File: src/rtl/core/sfh_pkg.sv
// Shared types, sizes and mixing functions for the byte-stream hash block.
`timescale 1ns / 1ps

package sfh_pkg;

  localparam int unsigned LenW       = 16;
  localparam int unsigned QueueDepth = 2;
  localparam int unsigned QPtrW      = (QueueDepth > 1) ? $clog2(QueueDepth) : 1;
  localparam int unsigned QCntW      = $clog2(QueueDepth + 1);

  // One unit of work handed from the front end to the key datapath.
  typedef struct packed {
    logic            start;     // first byte of a message: seed the key with the length
    logic [LenW-1:0] seed;
    logic            round;     // a full group of four bytes is ready for a mixing round
    logic [31:0]     word;      // the four bytes, first byte in bits 7..0
    logic            finish;    // last byte seen: fold the tail and emit the key
    logic            zero;      // zero-length message: emit a zero key
    logic [1:0]      tail_cnt;  // bytes left over for the tail
    logic [23:0]     tail;
  } sfh_job_t;

  typedef struct packed {
    logic full;
    logic empty;
  } sfh_qstat_t;

  function automatic logic [31:0] sext8(input logic [7:0] b);
    return {{24{b[7]}}, b};
  endfunction

  // One mixing round over two little-endian unsigned 16-bit halves.
  function automatic logic [31:0] mix_round(input logic [31:0] k_in, input logic [31:0] word);
    logic [31:0] k;
    logic [31:0] t;
    k = k_in + {16'h0000, word[15:0]};
    t = ({16'h0000, word[31:16]} << 11) ^ k;
    k = (k << 16) ^ t;
    k = k + (k >> 11);
    return k;
  endfunction

  // Folds in the one-, two- or three-byte tail.
  function automatic logic [31:0] tail_mix(input logic [31:0] k_in, input logic [1:0] cnt,
                                           input logic [23:0] tail);
    logic [31:0] k;
    k = k_in;
    case (cnt)
      2'd3: begin
        k = k + {16'h0000, tail[15:0]};
        k = k ^ (k << 16);
        k = k ^ (sext8(tail[23:16]) << 18);
        k = k + (k >> 11);
      end
      2'd2: begin
        k = k + {16'h0000, tail[15:0]};
        k = k ^ (k << 11);
        k = k + (k >> 17);
      end
      2'd1: begin
        k = k + sext8(tail[7:0]);
        k = k ^ (k << 10);
        k = k + (k >> 1);
      end
      default: k = k_in;
    endcase
    return k;
  endfunction

  // The avalanche, split into three pairs of steps.
  function automatic logic [31:0] aval_a(input logic [31:0] k_in);
    logic [31:0] k;
    k = k_in ^ (k_in << 3);
    k = k + (k >> 5);
    return k;
  endfunction

  function automatic logic [31:0] aval_b(input logic [31:0] k_in);
    logic [31:0] k;
    k = k_in ^ (k_in << 4);
    k = k + (k >> 17);
    return k;
  endfunction

  function automatic logic [31:0] aval_c(input logic [31:0] k_in);
    logic [31:0] k;
    k = k_in ^ (k_in << 25);
    k = k + (k >> 6);
    return k;
  endfunction

endpackage

File: src/rtl/core/sfh_front.sv
// Front end: accepts bytes, gathers groups of four and builds work items for the datapath.
`timescale 1ns / 1ps

module sfh_front (
  input  logic                  clk_i,
  input  logic                  rst_ni,
  input  logic [7:0]            data_byte_i,
  input  logic [15:0]           message_length_i,
  input  logic                  last_byte_i,
  input  logic                  in_valid_i,
  output logic                  in_ready_o,
  input  logic                  q_ready_i,
  output logic                  push_o,
  output sfh_pkg::sfh_job_t     job_o
);
  import sfh_pkg::*;

  logic        in_msg_q, in_msg_d;
  logic [1:0]  phase_q, phase_d;
  logic [23:0] held_q, held_d;

  logic        accept;
  logic        first;
  logic        zero_len;
  logic [1:0]  cur_phase;
  logic [23:0] cur_held;
  logic [1:0]  new_phase;
  logic [23:0] new_held;
  logic        do_round;

  always_comb begin
    in_ready_o = q_ready_i;
    accept     = in_valid_i && q_ready_i;
    first      = !in_msg_q;
    zero_len   = first && (message_length_i == '0);
    cur_phase  = first ? 2'd0  : phase_q;
    cur_held   = first ? 24'd0 : held_q;

    do_round  = 1'b0;
    new_phase = cur_phase + 2'd1;
    new_held  = cur_held;
    case (cur_phase)
      2'd0: new_held = {cur_held[23:8], data_byte_i};
      2'd1: new_held = {cur_held[23:16], data_byte_i, cur_held[7:0]};
      2'd2: new_held = {data_byte_i, cur_held[15:0]};
      default: begin
        do_round  = 1'b1;
        new_phase = 2'd0;
        new_held  = 24'd0;
      end
    endcase

    job_o          = '0;
    job_o.start    = first;
    job_o.seed     = message_length_i;
    job_o.round    = do_round;
    job_o.word     = {data_byte_i, cur_held};
    job_o.finish   = last_byte_i;
    job_o.tail_cnt = new_phase;
    job_o.tail     = new_held;
    push_o         = accept && (first || do_round || last_byte_i);
    if (zero_len) begin
      job_o      = '0;
      job_o.zero = 1'b1;
      push_o     = accept;
    end

    in_msg_d = in_msg_q;
    phase_d  = phase_q;
    held_d   = held_q;
    if (accept && !zero_len) begin
      if (last_byte_i) begin
        in_msg_d = 1'b0;
        phase_d  = 2'd0;
        held_d   = 24'd0;
      end else begin
        in_msg_d = 1'b1;
        phase_d  = new_phase;
        held_d   = new_held;
      end
    end
  end

  always_ff @(posedge clk_i or negedge rst_ni) begin
    if (!rst_ni) begin
      in_msg_q <= 1'b0;
      phase_q  <= 2'd0;
      held_q   <= 24'd0;
    end else begin
      in_msg_q <= in_msg_d;
      phase_q  <= phase_d;
      held_q   <= held_d;
    end
  end

endmodule

File: src/rtl/core/sfh_queue.sv
// Short work-item queue between the front end and the key datapath.
`timescale 1ns / 1ps

module sfh_queue (
  input  logic                  clk_i,
  input  logic                  rst_ni,
  input  logic                  push_i,
  input  sfh_pkg::sfh_job_t     job_i,
  output logic                  ready_o,
  input  logic                  pop_i,
  output sfh_pkg::sfh_job_t     head_o,
  output sfh_pkg::sfh_qstat_t   stat_o
);
  import sfh_pkg::*;

  sfh_job_t         mem_q [QueueDepth];
  logic [QPtrW-1:0] wr_ptr_q, wr_ptr_d;
  logic [QPtrW-1:0] rd_ptr_q, rd_ptr_d;
  logic [QCntW-1:0] cnt_q, cnt_d;

  function automatic logic [QPtrW-1:0] ptr_inc(input logic [QPtrW-1:0] p);
    return (p == QPtrW'(QueueDepth - 1)) ? '0 : p + QPtrW'(1);
  endfunction

  always_comb begin
    stat_o.full  = (cnt_q == QCntW'(QueueDepth));
    stat_o.empty = (cnt_q == '0);
    ready_o      = !stat_o.full;
    head_o       = mem_q[rd_ptr_q];
    wr_ptr_d     = push_i ? ptr_inc(wr_ptr_q) : wr_ptr_q;
    rd_ptr_d     = pop_i  ? ptr_inc(rd_ptr_q) : rd_ptr_q;
    cnt_d        = cnt_q;
    if (push_i && !pop_i) begin
      cnt_d = cnt_q + QCntW'(1);
    end else if (pop_i && !push_i) begin
      cnt_d = cnt_q - QCntW'(1);
    end
  end

  always_ff @(posedge clk_i or negedge rst_ni) begin
    if (!rst_ni) begin
      wr_ptr_q <= '0;
      rd_ptr_q <= '0;
      cnt_q    <= '0;
    end else begin
      wr_ptr_q <= wr_ptr_d;
      rd_ptr_q <= rd_ptr_d;
      cnt_q    <= cnt_d;
    end
  end

  always_ff @(posedge clk_i) begin
    if (push_i) begin
      mem_q[wr_ptr_q] <= job_i;
    end
  end

endmodule

File: src/rtl/core/sfh_back.sv
// Key datapath: running key, mixing rounds, tail fold and pipelined avalanche.
`timescale 1ns / 1ps

module sfh_back (
  input  logic                  clk_i,
  input  logic                  rst_ni,
  input  sfh_pkg::sfh_job_t     head_i,
  input  logic                  head_valid_i,
  output logic                  pop_o,
  output logic [31:0]           hash_key_o,
  output logic                  out_valid_o,
  input  logic                  out_ready_i
);
  import sfh_pkg::*;

  logic [31:0] key_q, key_d;
  logic [31:0] k_seed, k_mixed;
  logic        ends_msg;

  // Finishing pipeline: pre-tail key, tail folded, then three avalanche pairs.
  logic        fin_vld_q;
  logic [31:0] fin_k_q;
  logic [1:0]  fin_cnt_q;
  logic [23:0] fin_tail_q;
  logic        fin_adv;
  logic        st_vld_q [4];
  logic [31:0] st_k_q   [4];
  logic        st_adv   [4];

  always_comb begin
    k_seed   = head_i.start ? {{(32 - LenW){1'b0}}, head_i.seed} : key_q;
    k_mixed  = head_i.round ? mix_round(k_seed, head_i.word) : k_seed;
    ends_msg = head_i.finish || head_i.zero;

    st_adv[3] = !st_vld_q[3] || out_ready_i;
    st_adv[2] = !st_vld_q[2] || st_adv[3];
    st_adv[1] = !st_vld_q[1] || st_adv[2];
    st_adv[0] = !st_vld_q[0] || st_adv[1];
    fin_adv   = !fin_vld_q   || st_adv[0];

    pop_o = head_valid_i && (!ends_msg || fin_adv);
    key_d = key_q;
    if (pop_o) begin
      key_d = ends_msg ? 32'd0 : k_mixed;
    end

    out_valid_o = st_vld_q[3];
    hash_key_o  = st_k_q[3];
  end

  always_ff @(posedge clk_i or negedge rst_ni) begin
    if (!rst_ni) begin
      key_q     <= 32'd0;
      fin_vld_q <= 1'b0;
      st_vld_q  <= '{default: 1'b0};
    end else begin
      key_q <= key_d;
      if (fin_adv) begin
        fin_vld_q <= pop_o && ends_msg;
      end
      if (st_adv[0]) st_vld_q[0] <= fin_vld_q;
      if (st_adv[1]) st_vld_q[1] <= st_vld_q[0];
      if (st_adv[2]) st_vld_q[2] <= st_vld_q[1];
      if (st_adv[3]) st_vld_q[3] <= st_vld_q[2];
    end
  end

  always_ff @(posedge clk_i) begin
    if (fin_adv) begin
      fin_k_q    <= head_i.zero ? 32'd0 : k_mixed;
      fin_cnt_q  <= head_i.zero ? 2'd0  : head_i.tail_cnt;
      fin_tail_q <= head_i.tail;
    end
    if (st_adv[0]) st_k_q[0] <= tail_mix(fin_k_q, fin_cnt_q, fin_tail_q);
    if (st_adv[1]) st_k_q[1] <= aval_a(st_k_q[0]);
    if (st_adv[2]) st_k_q[2] <= aval_b(st_k_q[1]);
    if (st_adv[3]) st_k_q[3] <= aval_c(st_k_q[2]);
  end

endmodule

File: src/rtl/core/byte_stream_superfast_hash.sv
// Top level of the byte-stream SuperFastHash block: front end, work queue and key datapath.
`timescale 1ns / 1ps

// Usage. Message bytes arrive one per transaction on the input channel (in_valid_i /
// in_ready_o), each with data_byte_i, message_length_i and last_byte_i. The length is
// sampled on the first byte of a message and seeds the key; the transaction flagged
// last_byte_i closes the message. A first byte whose length is zero is a message of its
// own that yields key zero. Each message produces one transaction on the output channel
// (out_valid_o, hash_key_o, with out_ready_i from the receiver).
// Throughput is one byte per cycle while the work queue has room. Once the last byte
// is accepted, its work item is written into the queue and then loaded into the
// datapath's pre-tail key register; four more register stages follow, one for the tail
// fold and three for the avalanche, the last of them holding the key. The front end only
// emits work for the first byte, every fourth byte and the last byte of a message.
// When the receiver stalls, the finishing stages fill, then the two-entry queue, and only
// then does in_ready_o fall; bytes that need no datapath work are still taken while the
// queue has room. Reset clears the front end state, the queue and all stage valid bits;
// the block then awaits the first byte of a new message.
module byte_stream_superfast_hash (
  input  logic        clk_i,
  input  logic        rst_ni,
  input  logic [7:0]  data_byte_i,
  input  logic [15:0] message_length_i,
  input  logic        last_byte_i,
  input  logic        in_valid_i,
  output logic        in_ready_o,
  output logic [31:0] hash_key_o,
  output logic        out_valid_o,
  input  logic        out_ready_i
);
  import sfh_pkg::*;

  logic       q_ready;
  logic       job_push;
  logic       job_pop;
  sfh_job_t   job_in;
  sfh_job_t   job_head;
  sfh_qstat_t q_stat;

  // Byte gathering and work-item generation.
  sfh_front u_front (
    .clk_i            (clk_i),
    .rst_ni           (rst_ni),
    .data_byte_i      (data_byte_i),
    .message_length_i (message_length_i),
    .last_byte_i      (last_byte_i),
    .in_valid_i       (in_valid_i),
    .in_ready_o       (in_ready_o),
    .q_ready_i        (q_ready),
    .push_o           (job_push),
    .job_o            (job_in)
  );

  // The queue lets the front end keep taking bytes while the datapath waits on the output.
  sfh_queue u_queue (
    .clk_i   (clk_i),
    .rst_ni  (rst_ni),
    .push_i  (job_push),
    .job_i   (job_in),
    .ready_o (q_ready),
    .pop_i   (job_pop),
    .head_o  (job_head),
    .stat_o  (q_stat)
  );

  // Running key, rounds, tail and avalanche; its last stage is the output register.
  sfh_back u_back (
    .clk_i        (clk_i),
    .rst_ni       (rst_ni),
    .head_i       (job_head),
    .head_valid_i (!q_stat.empty),
    .pop_o        (job_pop),
    .hash_key_o   (hash_key_o),
    .out_valid_o  (out_valid_o),
    .out_ready_i  (out_ready_i)
  );

  // The queue cannot be both full and empty.
  assert property (@(posedge clk_i) disable iff (!rst_ni) !(q_stat.full && q_stat.empty))
    else $error("work queue reports full and empty together");

  // A work item is never written into a full queue.
  assert property (@(posedge clk_i) disable iff (!rst_ni) job_push |-> !q_stat.full)
    else $error("work item pushed into a full queue");

  // The datapath only takes an item that is present.
  assert property (@(posedge clk_i) disable iff (!rst_ni) job_pop |-> !q_stat.empty)
    else $error("work item popped from an empty queue");

endmodule

File: config.mk
export PLATFORM = sky130hd
export DESIGN_NAME = byte_stream_superfast_hash
export DESIGN_NICKNAME = d
export VERILOG_FILES = /design/src/rtl/core/sfh_pkg.sv /design/src/rtl/core/sfh_front.sv /design/src/rtl/core/sfh_queue.sv /design/src/rtl/core/sfh_back.sv /design/src/rtl/core/byte_stream_superfast_hash.sv
export SDC_FILE = /design/constraint.sdc
export NUM_CORES = 1
export LEC_CHECK = 0
export ABC_AREA = 0
export BUFFER_PORTS_ARGS = -buffer_cell sky130_fd_sc_hd__buf_2
export CAP_MARGIN = 20
export CORE_MARGIN = 4
export CORE_UTILIZATION = 60
export DETAILED_ROUTE_END_ITERATION = 8
export HOLD_SLACK_MARGIN = 0.02
export PLACE_DENSITY = 0.77
export SLEW_MARGIN = 20
export SYNTH_ARGS = -nofsm -noshare
export SYNTH_HDL_FRONTEND = slang
export SYNTH_HIERARCHICAL = 1
export SYNTH_SLANG_ARGS = --single-unit
File: constraint.sdc
create_clock -name clk_i -period 19.85 [get_ports clk_i]
set_clock_uncertainty 0.05 [all_clocks]
set_input_delay 1.985 -clock clk_i [delete_from_list [all_inputs] [get_ports clk_i]]
set_output_delay 1.985 -clock clk_i [all_outputs]
set_load 0.02 [all_outputs]
==> results of run 1 <==
==> layout by cell type, fill, tap and decap left out, types with 24 or more instances in the layout <==
cell type  count
edfxtp_1     342
xnor2_1      248
ha_1         218
nor2_1       192
a21oi_1      174
xor2_1       168
nand2_1      140
o21ai_0      124
inv_1        112
mux2_2        87
a21o_1        83
dfrtp_1       67
buf_2         62
nor2b_1       50
nand3_1       45
clkbuf_16     44
and2_1        40
o21a_1        38
nor3_1        38
o21bai_1      34
a22oi_1       29
a22o_1        27
a211oi_1      25
nand2b_1      25
nand4_1       24
==> worst paths after layout <==
kind | startpoint | to | slack, ns | cells past startpoint
worst max-delay path | u_queue/rd_ptr_q | u_back/fin_k_q[30] | 12.19 | 25
worst min-delay path | u_back/st_vld_q[3] | u_back/st_vld_q[2] | 0.42 | 1
worst max register to register | u_queue/rd_ptr_q | u_back/fin_k_q[30] | 12.19 | 25
worst min register to register | u_back/st_vld_q[3] | u_back/st_vld_q[2] | 0.42 | 1
max in group asynchronous | rst_ni | u_queue/rd_ptr_q | 17.45 | 2
min in group asynchronous | rst_ni | u_front/held_q[11] | 1.57 | 2
==> worst register-to-register path, delay by kind of cell (launching register included) <==
kind	cells	cell delay, ns
fa+ha+maj	3	1.04
compound gates	13	2.77
simple gates	3	0.79
buf+inv	1	0.10
flops	1	0.63
mux	2	1.29
xor+xnor	3	0.72
==> through the flow <==
step | instances | setup WS (ns) | instance area (um2)
3_3_place_gp | 3367 | 12.46 | 30300
2_1_floorplan | 2750 | 12.89 | 29400
3_5_place_dp | 3367 | 12.36 | 30300
5_1_grt | 3443 | 11.63 | 31800
4_1_cts | 3443 | 12.35 | 31800
6_report | 3444 | 12.19 | 31800
==> per-layer routing <==
layer / up-vias / routed length (um)
met4: 0 / 2870
met2: 939 / 38200
li1: 10300 / -
met1: 10700 / 35200
met5: - / 0
met3: 155 / 6820
==> state kept, by name, indices dropped and copies added, names as in the netlist, 2 cells and up <==
register and count:
u_back/fin_cnt_q 2, u_back/fin_k_q 32, u_back/fin_tail_q 24, u_back/key_q 32, u_back/st_k_q 128, u_back/st_vld_q 3
u_front/held_q 24, u_front/phase_q 2, u_queue/cnt_q 2, u_queue/mem_q 156
==> area by class of cell <==
| type | instances | area (um2) |
|---|---|---|
| multi-input cells | 2147 | 16700 |
| fillers | 3729 | 16300 |
| flip-flops and latches | 410 | 12000 |
| clock buffers | 55 | 1210 |
| well taps | 615 | 769 |
| repair buffers | 81 | 453 |
| inverters | 114 | 428 |
| clock inverters | 21 | 262 |
| diodes | 1 | 2.50 |
==> impl_metrics.tcl, run 1 <==
set metrics [dict create \
    die_width_um 229 \
    critPathMaxStageDelay_ns 0.85 \
    htree_levels 2 \
    cp_max_fo 37 \
    required_ns 20.11 \
    hp-class "register to register" \
    avgSynthCellArea_um2 10.7 \
    drt_iter0_drc 2301 \
    wl_per_cell_um 24.1 \
    arrival_ns 7.92 \
    ant_nets 0 \
    die_y_um 229 \
    globalRouteMet1Util 0.435 \
    pin_count 63 \
    worst_slew_pin_slew_ns 1.09 \
    synth_nets 3006 \
    core-area_um2 48000 \
    num_rows 80 \
    hold_viol_final 0 \
    syn_area_um2 29400 \
    critical_path.startpoint_type "register" \
    maxCapViolCount 0 \
    postCtsSetupRepairBufs 0 \
    grt_usage 0.309 \
    grt_max_degree 79 \
    synth_cells 2750 \
    use_met3 0.0543 \
    grt_use_met2 0.492 \
    start_util 0.612 \
    hold_slack_ns 0.416 \
    grt_pass1_vias 21200 \
    vias 22100 \
    finalWeightedCongestion 0.990 \
    die_area_um2 52600 \
    max-clock-path-buffers 3 \
    port_buffers 62 \
    period_needed_ns 7.66 \
    status "finished clean" \
    cts_tree "yes" \
    firstDrtPassIters 6 \
    fmax_ghz 0.131 \
    dp_hpwl_um 65100 \
    end_kind "register" \
    area_growth_syn_to_layout_pct 8.04 \
    cts_buffers 42 \
    wirelength_um 83100 \
    cts_hold_buf 0 \
    crit_buf_inv 1 \
    slew_headroom 0.277 \
    drcViolationCount 0 \
    setup_viol 0 \
    post-route-util 0.661 \
    path_delay_family "compound AO/OA/AOI/OAI gates" \
    finalCritPeriodShare 0.386 \
    cts.sinks 410 \
    tns_ns 0 \
    avgViaCountPerCell 6.42 \
    grt_pass1_wl_um 126000 \
    grt_setup_unrepaired "no" \
    root_buffer "clkbuf_16" \
    clock_latency_ns 0.57 \
    worstSetupPathType "register to register" \
    busiest_layer "met2" \
    synth_warnings 6 \
    clk_pin_slew_ns 0.07 \
    drv_slew 0 \
    drive_above_1_share 0.111 \
    post_cts_resize_count 0 \
    nets 3052 \
    gr-total-overflow 0 \
    antenna_found_initial 2 \
    slowest_stage "mux2_2" \
]
Power of run 1 is not shown: default switching activity piles up to over one toggle a cycle in this logic, so the estimate is an artifact.
==> run 2: changes to the inputs <==
Clock period 19.85 ns to 7.7 ns, I/O delays scaled along.
==> impl_metrics.tcl, run 2 (synthesis gave the netlist of run 1 again) <==
set metrics [dict create \
    final_cell_mix "edfxtp_1, xnor2_1, ha_1" \
    die_width_um 229 \
    grt_max_degree 79 \
    grt_setup_unrepaired "no" \
    critPathLaunch "u_queue/rd_ptr_q" \
    top_regs "u_queue/mem_q x156, u_back/st_k_q x128" \
    start_util 0.612 \
    slew_headroom 0.219 \
    die_area_um2 52600 \
    period_needed_ns 7.29 \
    num_rows 80 \
    antenna_found_initial 2 \
    port_buffers 62 \
    status "finished clean" \
    worstSetupPathType "register to register" \
    end_kind "register" \
    wirelength_um 85700 \
    cts.sinks 410 \
    setup_ws_ns 0.406 \
    postPlaceCellArea_um2 30400 \
    cts_tree "yes" \
    dp_hpwl_um 66800 \
    postCtsSetupRepairBufs 0 \
    cp_max_fo 31 \
    critical_path.startpoint_type "register" \
    clock_latency_ns 0.59 \
    hold_viol_final 0 \
    final.fill_count 3690 \
    drv_slew 0 \
    fmax_ghz 0.137 \
    tns_ns 0 \
    final_common_cell "edfxtp_1" \
    clk_pin_slew_ns 0.06 \
    maxCapViolCount 0 \
    arrival_ns 7.56 \
    regMostFlops "u_queue/mem_q" \
    finalCritPeriodShare 0.947 \
    nets 3064 \
    pin_count 63 \
    fin_area_um2 31900 \
    reg2reg_from "u_queue/rd_ptr_q" \
    finalWeightedCongestion 0.982 \
    drive_above_1_share 0.116 \
    htree_levels 2 \
    root_buffer "clkbuf_16" \
    area_growth_syn_to_layout_pct 8.44 \
    wl_per_cell_um 24.8 \
    core-area_um2 48000 \
    drcViolationCount 0 \
    avgViaCountPerCell 6.48 \
    max-clock-path-buffers 3 \
    drt_iter0_drc 2283 \
    required_ns 7.97 \
    firstDrtPassIters 9 \
    vias 22400 \
    largest_reg_flops 156 \
    setup_viol 0 \
    hp-class "input pin to asynchronous set/reset pin" \
    grt_usage 0.316 \
    worst_slew_pin_slew_ns 1.16 \
    grt_pass1_vias 21600 \
    grt_pass1_wl_um 129000 \
    cts_buffers 43 \
    ant_nets 0 \
    die_y_um 229 \
    dp_slack_ns 0.458 \
    gr-total-overflow 0 \
]
==> run 2: cell count changes in the layout (fill, tap and decap cells not counted), moves of 3 or more <==
cell,before,now
clkinv_2,2,8
clkinv_4,0,3
clkbuf_1,4,10
clkbuf_8,7,4
clkinv_1,7,2
buf_4,19,26
==> run 2: final cells by class <==
type | count | area (um2) | share of cell area
inverters | 114 | 428 | 0.0134
clock buffers | 57 | 1170 | 0.0367
repair buffers | 92 | 571 | 0.0179
multi-input cells | 2147 | 16700 | 0.523
well taps | 615 | 769 | 0.0241
diodes | 1 | 2.50 | 0.0000785
flip-flops and latches | 410 | 12000 | 0.376
clock inverters | 23 | 287 | 0.00899
==> run 2: layer usage <==
| metal | wire, um | global-route usage |
|---|---|---|
| met1 | 35900 | 0.435 |
| met2 | 40900 | 0.526 |
| met3 | 5970 | 0.0414 |
| met4 | 2940 | 0.0972 |
| met5 | 13 | 0 |
==> run 2: worst paths after layout <==
check	endpoint	slack, ns	depth (start not counted)
setup / recovery	u_back/fin_k_q[30]	0.41	25
hold / removal	u_front/held_q[10]	0.33	2
setup reg to reg	u_back/fin_k_q[30]	0.41	25
hold reg to reg	u_back/st_vld_q[2]	0.42	1
max in group asynchronous	u_queue/rd_ptr_q	6.59	2
min in group clk_i	u_queue/mem_q[0][76]	0.33	1
==> run 2: stage by stage <==
stage | instances | hold slack [ns] | utilization
floorplan | 2750 | 0.385 | -
global placement | 3376 | 0.399 | 0.632
detailed placement | 3377 | 0.409 | 0.632
CTS | 3457 | 0.296 | 0.662
global route | 3458 | 0.314 | 0.663
finish | 3459 | 0.330 | 0.663
==> run 2: what timing repair did <==
item,in CTS,in global routing
gates resized for setup,0,6
setup endpoints to repair,0,5
hold buffers,0,0
==> run 2: worst max-delay path, stage by stage (launching register included) <==
cell and delay, ns:
dfrtp_4 0.64, mux2_2 0.41, buf_6 0.29, mux2_2 0.38, ha_1 0.45, a21oi_1 0.11, o21bai_1 0.32, nor3_1 0.09
a2111oi_0 0.45, nand3_1 0.24, xnor2_1 0.33, ha_1 0.24, inv_1 0.06, fa_1 0.37, nor2b_1 0.15, o21a_1 0.15
o21ai_0 0.17, a21oi_1 0.28, o211ai_1 0.17, a211oi_2 0.30, o211ai_1 0.15, a22oi_1 0.29, nand4_1 0.25, nor4_1 0.36
xnor2_1 0.20, o2bb2ai_1 0.10
Power of run 2 is left out for the same reason.
